### src/hdl/wake_strength_interpolator_assert.svh
// Assertion macros for the wake strength interpolator.
// Included by the RTL files that carry concurrent checks; no other dependencies.
`ifndef WAKE_STRENGTH_INTERPOLATOR_ASSERT_SVH
`define WAKE_STRENGTH_INTERPOLATOR_ASSERT_SVH

// Same-cycle implication, disabled during reset
`define WSI_ASSERT_IMP(lbl, ck, rn, ante, cons) \
    lbl: assert property (@(posedge ck) disable iff (!rn) (ante) |-> (cons)) \
        else $error("wake strength interpolator: assertion failed");

// Next-cycle implication, disabled during reset
`define WSI_ASSERT_NEXT(lbl, ck, rn, ante, cons) \
    lbl: assert property (@(posedge ck) disable iff (!rn) (ante) |=> (cons)) \
        else $error("wake strength interpolator: assertion failed");

`endif

### src/hdl/wsi_pkg.sv
// Shared types and constants for the wake strength interpolator.
// Used by the controller, datapath and top level; no dependencies.
package wsi_pkg;

    localparam int Y_W     = 32;            // Q16.16 positions and strengths
    localparam int D_W     = Y_W + 1;       // upper minus lower, exact
    localparam int E_W     = D_W + 1;       // difference of two jumps, exact
    localparam int LC_W    = 7;             // line_count register
    localparam int IDX_W   = 6;             // line_index field
    localparam int SPLIT_W = 17;            // low part of the jump difference
    localparam int MOP_W   = SPLIT_W + 1;   // signed multiplier operand
    localparam int PROD_W  = Y_W + MOP_W;
    localparam int ACC_W   = Y_W + E_W;

    localparam logic [LC_W-1:0] LC_RESET = 7'd2;

    localparam logic [Y_W-1:0] Y_MAX = {1'b0, {(Y_W-1){1'b1}}};
    localparam logic [Y_W-1:0] Y_MIN = {1'b1, {(Y_W-1){1'b0}}};

    localparam logic OP_WRITE = 1'b0;
    localparam logic OP_QUERY = 1'b1;

    typedef enum logic [1:0] {
        RES_WRITE_DONE = 2'd0,
        RES_OK         = 2'd1,
        RES_NO_PAIR    = 2'd2,
        RES_ZERO_SPAN  = 2'd3
    } result_code_t;

    typedef enum logic [3:0] {
        S_IDLE,
        S_RD_FIRST,
        S_CHK_FIRST,
        S_CHK_LAST,
        S_SCAN,
        S_RD_A,
        S_RD_B,
        S_SPAN,
        S_ZCHK,
        S_DIV,
        S_MUL_LO,
        S_MUL_HI,
        S_ACC,
        S_SUM,
        S_FINISH
    } state_t;

    typedef struct packed {
        logic         write_line;
        logic         capture_y;
        logic         load_prev;
        logic         load_line_a;
        logic         load_line_b;
        logic         start_div;
        logic         load_coef;
        logic         mul_lo;
        logic         mul_hi;
        logic         acc_hi;
        logic         load_result;
        logic         set_code;
        result_code_t code;
        logic         load_out;
    } wsi_cmd_t;

    typedef struct packed {
        logic y_below;
        logic pair_hit;
        logic span_zero;
        logic div_done;
    } wsi_sts_t;

endpackage

### src/hdl/wsi_ctrl.sv
// Controller: handshakes, line_count register and the query sequencer.
// Depends on wsi_pkg and the assertion macro header; drives wsi_dpath.
`include "wake_strength_interpolator_assert.svh"

module wsi_ctrl
    import wsi_pkg::*;
#(
    parameter  int MAX_LINES = 64,
    localparam int AW        = $clog2(MAX_LINES)
) (
    input  logic            clk,
    input  logic            rst_n,
    input  logic            in_valid,
    output logic            in_ready,
    input  logic            op,
    input  logic            cfg_valid,
    output logic            cfg_ready,
    input  logic [LC_W-1:0] cfg_data,
    output logic            out_valid,
    input  logic            out_ready,
    output logic [AW-1:0]   rd_addr,
    output wsi_cmd_t        cmd,
    input  wsi_sts_t        sts
);

    localparam int CW = (AW + 1 > LC_W) ? AW + 1 : LC_W;

    state_t          state_reg, state_next;
    logic [LC_W-1:0] line_count_reg;
    logic            out_valid_reg, out_valid_next;
    logic [AW-1:0]   nm1_reg, nm1_next;
    logic [AW-1:0]   k_reg, k_next;
    logic [AW-1:0]   a_reg, a_next;
    logic            found_reg, found_next;

    logic [CW-1:0]   lc_ext;
    logic [CW-1:0]   n_val;
    logic [AW-1:0]   n_last;
    logic            scan_hit;

    // clamp the line count into the table
    always_comb
    begin
        lc_ext = CW'(line_count_reg);
        if (lc_ext < CW'(2))
        begin
            n_val = CW'(2);
        end
        else if (lc_ext > CW'(MAX_LINES))
        begin
            n_val = CW'(MAX_LINES);
        end
        else
        begin
            n_val = lc_ext;
        end
        n_last = AW'(n_val - CW'(1));
    end

    // the first scan cycle only primes the previous position
    assign scan_hit = (k_reg != AW'(1)) && sts.pair_hit;

    always_comb
    begin
        state_next     = state_reg;
        nm1_next       = nm1_reg;
        k_next         = k_reg;
        a_next         = a_reg;
        found_next     = found_reg;
        out_valid_next = out_valid_reg && !out_ready;
        cmd            = '0;
        rd_addr        = '0;
        in_ready       = 1'b0;
        unique case (state_reg)
            S_IDLE:
            begin
                in_ready = 1'b1;
                if (in_valid)
                begin
                    cmd.capture_y = 1'b1;
                    nm1_next      = n_last;
                    if (op == OP_QUERY)
                    begin
                        state_next = S_RD_FIRST;
                    end
                    else
                    begin
                        cmd.write_line = 1'b1;
                        cmd.set_code   = 1'b1;
                        cmd.code       = RES_WRITE_DONE;
                        state_next     = S_FINISH;
                    end
                end
            end
            S_RD_FIRST:
            begin
                rd_addr    = AW'(1);
                state_next = S_CHK_FIRST;
            end
            S_CHK_FIRST:
            begin
                rd_addr = nm1_reg;
                if (sts.y_below)
                begin
                    a_next     = '0;
                    state_next = S_RD_A;
                end
                else
                begin
                    state_next = S_CHK_LAST;
                end
            end
            S_CHK_LAST:
            begin
                rd_addr = AW'(1);
                if (!sts.y_below)
                begin
                    a_next     = nm1_reg - AW'(1);
                    state_next = S_RD_A;
                end
                else
                begin
                    k_next     = AW'(1);
                    found_next = 1'b0;
                    state_next = S_SCAN;
                end
            end
            S_SCAN:
            begin
                rd_addr       = k_reg + AW'(1);
                cmd.load_prev = 1'b1;
                // later matches overwrite earlier ones
                if (scan_hit)
                begin
                    a_next     = k_reg - AW'(1);
                    found_next = 1'b1;
                end
                if (k_reg == nm1_reg)
                begin
                    if (scan_hit || found_reg)
                    begin
                        state_next = S_RD_A;
                    end
                    else
                    begin
                        cmd.set_code = 1'b1;
                        cmd.code     = RES_NO_PAIR;
                        state_next   = S_FINISH;
                    end
                end
                else
                begin
                    k_next = k_reg + AW'(1);
                end
            end
            S_RD_A:
            begin
                rd_addr    = a_reg;
                state_next = S_RD_B;
            end
            S_RD_B:
            begin
                rd_addr         = a_reg + AW'(1);
                cmd.load_line_a = 1'b1;
                state_next      = S_SPAN;
            end
            S_SPAN:
            begin
                cmd.load_line_b = 1'b1;
                state_next      = S_ZCHK;
            end
            S_ZCHK:
            begin
                if (sts.span_zero)
                begin
                    cmd.set_code = 1'b1;
                    cmd.code     = RES_ZERO_SPAN;
                    state_next   = S_FINISH;
                end
                else
                begin
                    cmd.start_div = 1'b1;
                    state_next    = S_DIV;
                end
            end
            S_DIV:
            begin
                if (sts.div_done)
                begin
                    cmd.load_coef = 1'b1;
                    state_next    = S_MUL_LO;
                end
            end
            S_MUL_LO:
            begin
                cmd.mul_lo = 1'b1;
                state_next = S_MUL_HI;
            end
            S_MUL_HI:
            begin
                cmd.mul_hi = 1'b1;
                state_next = S_ACC;
            end
            S_ACC:
            begin
                cmd.acc_hi = 1'b1;
                state_next = S_SUM;
            end
            S_SUM:
            begin
                cmd.load_result = 1'b1;
                state_next      = S_FINISH;
            end
            S_FINISH:
            begin
                // hold until the output register is free
                if (!out_valid_reg || out_ready)
                begin
                    cmd.load_out   = 1'b1;
                    out_valid_next = 1'b1;
                    state_next     = S_IDLE;
                end
            end
            default:
            begin
                state_next = S_IDLE;
            end
        endcase
    end

    always_ff @(posedge clk or negedge rst_n)
    begin
        if (!rst_n)
        begin
            state_reg      <= S_IDLE;
            line_count_reg <= LC_RESET;
            out_valid_reg  <= 1'b0;
            nm1_reg        <= '0;
            k_reg          <= '0;
            a_reg          <= '0;
            found_reg      <= 1'b0;
        end
        else
        begin
            state_reg     <= state_next;
            out_valid_reg <= out_valid_next;
            nm1_reg       <= nm1_next;
            k_reg         <= k_next;
            a_reg         <= a_next;
            found_reg     <= found_next;
            if (cfg_valid)
            begin
                line_count_reg <= cfg_data;
            end
        end
    end

    assign cfg_ready = 1'b1;
    assign out_valid = out_valid_reg;

    `WSI_ASSERT_NEXT(a_finish_hold, clk, rst_n, (state_reg == S_FINISH) && out_valid_reg && !out_ready, state_reg == S_FINISH)
    `WSI_ASSERT_IMP(a_scan_range, clk, rst_n, state_reg == S_SCAN, (k_reg != '0) && (k_reg <= nm1_reg))
    `WSI_ASSERT_IMP(a_pair_in_table, clk, rst_n, state_reg == S_RD_A, a_reg < nm1_reg)
    `WSI_ASSERT_IMP(a_div_done_state, clk, rst_n, sts.div_done, state_reg == S_DIV)

endmodule

### config.mk
export PLATFORM = sky130hd
export DESIGN_NAME = wsi_ctrl
export DESIGN_NICKNAME = d
export VERILOG_FILES = /design/src/hdl/wsi_pkg.sv /design/src/hdl/wsi_ctrl.sv
export VERILOG_INCLUDE_DIRS = /design/src /design/src/hdl
export SDC_FILE = /design/constraint.sdc
export NUM_CORES = 1
export LEC_CHECK = 0
export ABC_AREA = 1
export CORE_ASPECT_RATIO = 1.25
export CORE_MARGIN = 2
export CORE_UTILIZATION = 59
export DETAILED_ROUTE_END_ITERATION = 16
export DONT_BUFFER_PORTS = 1
export GPL_TIMING_DRIVEN = 0
export HOLD_SLACK_MARGIN = 0.05
export PLACE_DENSITY_LB_ADDON = 0.05
export SYNTH_ARGS = -nofsm -noshare
export SYNTH_HDL_FRONTEND = slang
export SYNTH_SLANG_ARGS = --single-unit
export TNS_END_PERCENT = 1
### constraint.sdc
create_clock -name clk -period 2.6 [get_ports clk]
set_input_delay 0 -clock clk [delete_from_list [all_inputs] [get_ports clk]]
set_output_delay 0 -clock clk [all_outputs]
set_load 0.05 [all_outputs]
==> run_results.csv <==
group,metric,value,unit
timing,totalNegativeSetupSlack,0,ps
worst_setup_path,critPathCaptureType,"output pin",
worst_setup_path,crit_arrival,2430,ps
layout,layout_commonest_cell,"nand2_1",
worst_setup_path,setup.worst_path.class,"reg -> out",
placement,dp_hpwl,4420,um
grt,global_route.usage.total,27.5,%
synth,yosys-top-cells-area,"dfrtp_1, nand2_1, inv_1",
route,post_dr_vias_cell,5.34,
cts,cts_post_setup_buffers_inserted,0,
worst_setup_path,crit_fanout,7,
layout,count_of_antenna_diodes_in_the_layout,0,
layout,p_r_area_growth_vs_syn,13.5,%
placement,io_buffers,0,
die,io-pin-count,41,
cts,cts.sinks,31,
worst_setup_path,critPathLaunchType,"flip-flop",
route,detail_route.iter0.violations,93,
worst_setup_path,timing.critical_path.slowest_cell_delay,770,ps
timing,max_slew.worst_pin.slew,1430,ps
cts,insertion_delay,290,ps
layout,nFillCells,344,
route,route.detailed.wl_per_inst,13.9,um
layout,layout-drive-gt1-share,9.54,%
synth,synth_fp_nets,368,
synth,yosysTopAreaCellShare,32.2,%
die,die_area,4480,sq um
die,fp.dieW,60.2,um
synth,ys_ff_latch,31,
worst_setup_path,path_cells,"inv_1, nand2_1, inv_1, nand2_1, inv_1, nand2_1, o21ai_1",
cts,clk_path_buf_depth,2,
cts,worst_setup_hold_path_clk_slew,70,ps
grt,wire_length_of_the_first_global_routing_pass,8890,um
die,die_boundary_height,74.3,um
placement,place_congestion,0.933,
synth,syn_inst,345,
timing,period_share,93.6,%
cts,cts_tree,"yes",
run_status,run_status,"complete, no violations",
synth,post-synth-top-area-cell,"dfrtp_1",
cts,h-tree-depth,2,
pwr,p_per_area,1120,nW/um^2
cts,tritoncts.num_buffers,5,
pwr,finalPower,2950,uW
synth,ys_seq_area_share,33.3,%
route,via_count,2248,
pwr,power_leakage,0.00137,uW
synth,synth-warning-count,0,
timing,report.final.setup_viol,0,
layout,finalNonFillerCells,421,
grt,grt_max_degree,32,
timing,unrepaired_setup_endpoints_after_global_routing,"no",
job,drv_cap,0,
layout,num-nets-final,389,
timing,final_max_slew_viol_count,0,
timing,clock_period_minus_worst_slack,2430,ps
placement,placed_cells,399,
route,remaining_drc_errors,0,
synth,netlist-cell-type-count,35,
layout,layout.cells.most_common_list,"nand2_1, inv_1, dfrtp_1",
route,detail_route.first_pass.iterations,4,
layout,largest_register_ffs,7,
worst_setup_path,cp_data_required_time,2600,ps
route,drtAntennaViolNets,0,
worst_setup_path,cpMaxStageDelayCell,"o21ai_1",
timing,fmax,0.411,GHz
timing,slew_headroom,3.78,%
pwr,irDropWorstVdd,626,uV
cts,ctsRootBufferMaster,"clkbuf_8",
timing,max_clock_skew,5.28,ps
synth,total_standard_cell_area_after_synthesis,2330,sq um
grt,first_global_vias,2026,
timing,hold_viol,0,
die,initial_utilization,61.6,%
grt,overflow,0,
route,routed_wl,5830,um
hold_path,min-delay-path-class,"in -> reg",
synth,syn_area_per_cell,6.76,sq um
die,fp.coreArea,3780,sq um
die,rows,25,
grt,grt_antenna_before_repair,0,
[report_power, final]
group / leakage [uW] / internal [uW] / total (uW) / switching, uW
Combinational: 0.000942 / 490 / 1740 / 1250
Sequential: 0.000387 / 631 / 835 / 204
Clock: 0.0000402 / 186 / 380 / 195
Total: 0.00137 / 1310 / 2950 / 1650
[synthesized netlist by cell type, drive strengths merged]
cell type / instances
xnor2: 3
o22ai: 3
o21ai: 25
mux2: 4
ha: 6
nand3: 27
buf: 5
conb: 1
xor2: 5
nand4: 7
nand3b: 3
a211oi: 1
o2111ai: 4
a21oi: 11
clkbuf: 1
dfstp: 1
inv: 55
nor3: 8
or2: 3
nor2: 35
o211ai: 2
a31oi: 1
a21boi: 2
nand2: 102
dfrtp: 30
[worst max-delay path, delay by kind of cell, from the launching register on]
kind	cells	cell delay [ps]
AOI/OAI and AO/OA	1	770
buffers and inverters	3	640
DFF	1	420
and+or+nand+nor	3	300
[worst paths after layout]
check / start / endpoint / slack, ps / depth (start not counted)
hold reg to reg: a_reg[5] / a_reg[5] / 480 / 2
max in group asynchronous: rst_n / lc_ext[1] / 2200 / 2
setup reg to reg: state_reg[2] / state_reg[1] / 620 / 7
min in group asynchronous: rst_n / nm1_reg[0] / 160 / 2
setup / recovery: state_reg[0] / rd_addr[5] / 170 / 7
hold / removal: op / state_reg[0] / 60 / 6
[metal layers]
layer / track usage, % / part of all wire (%)
met5: 0 / 0
met2: 50.1 / 52
met1: 30.3 / 40
met3: 5.22 / 5.0
met4: 12.3 / 2.7
[cell families after synthesis]
| kind of cell | count (synthesis) | share of synthesized area [%] |
|---|---|---|
| AO/OA/AOI/OAI | 49 | 11.9 |
| XOR/XNOR | 8 | 3.00 |
| adder cells (fa/ha/maj) | 6 | 3.22 |
| buffers and inverters | 61 | 10.6 |
| flip-flops | 31 | 33.3 |
| multiplexers | 4 | 1.93 |
| other | 1 | 0.161 |
| AND/OR/NAND/NOR | 185 | 35.9 |
[timing repair]
action                                  in CTS  in global routing
endpoints found under the setup margin       1                  1
gates resized for setup                      1                  1
endpoints found under the hold margin       42                  0
hold buffers                                14                  0
[area by class of cell]
class                      count  area, sq um  area share, %
multi-input combinational    253         1320           49.7
sequential                    31          777           29.4
inverter                      55          206           7.80
timing repair buffer          14          150           5.67
clock buffer                   5         68.8           2.60
tap                           54         67.6           2.55
buffer                         6         40.0           1.51
clock inverter                 3         20.0          0.757
[through the flow]
stage               hold slack, ps  cell area (sq um)  utilization, %  setup slack [ps]
floorplan                     -296               2330               -               326
global placement              -295               2400            63.4               103
detailed placement            -295               2400            63.4               176
CTS                           55.9               2640            69.8               112
global route                  90.1               2650            69.9              66.3
finish                        64.8               2650            69.9               168
Note: power is estimated with default switching activity, not from simulation.
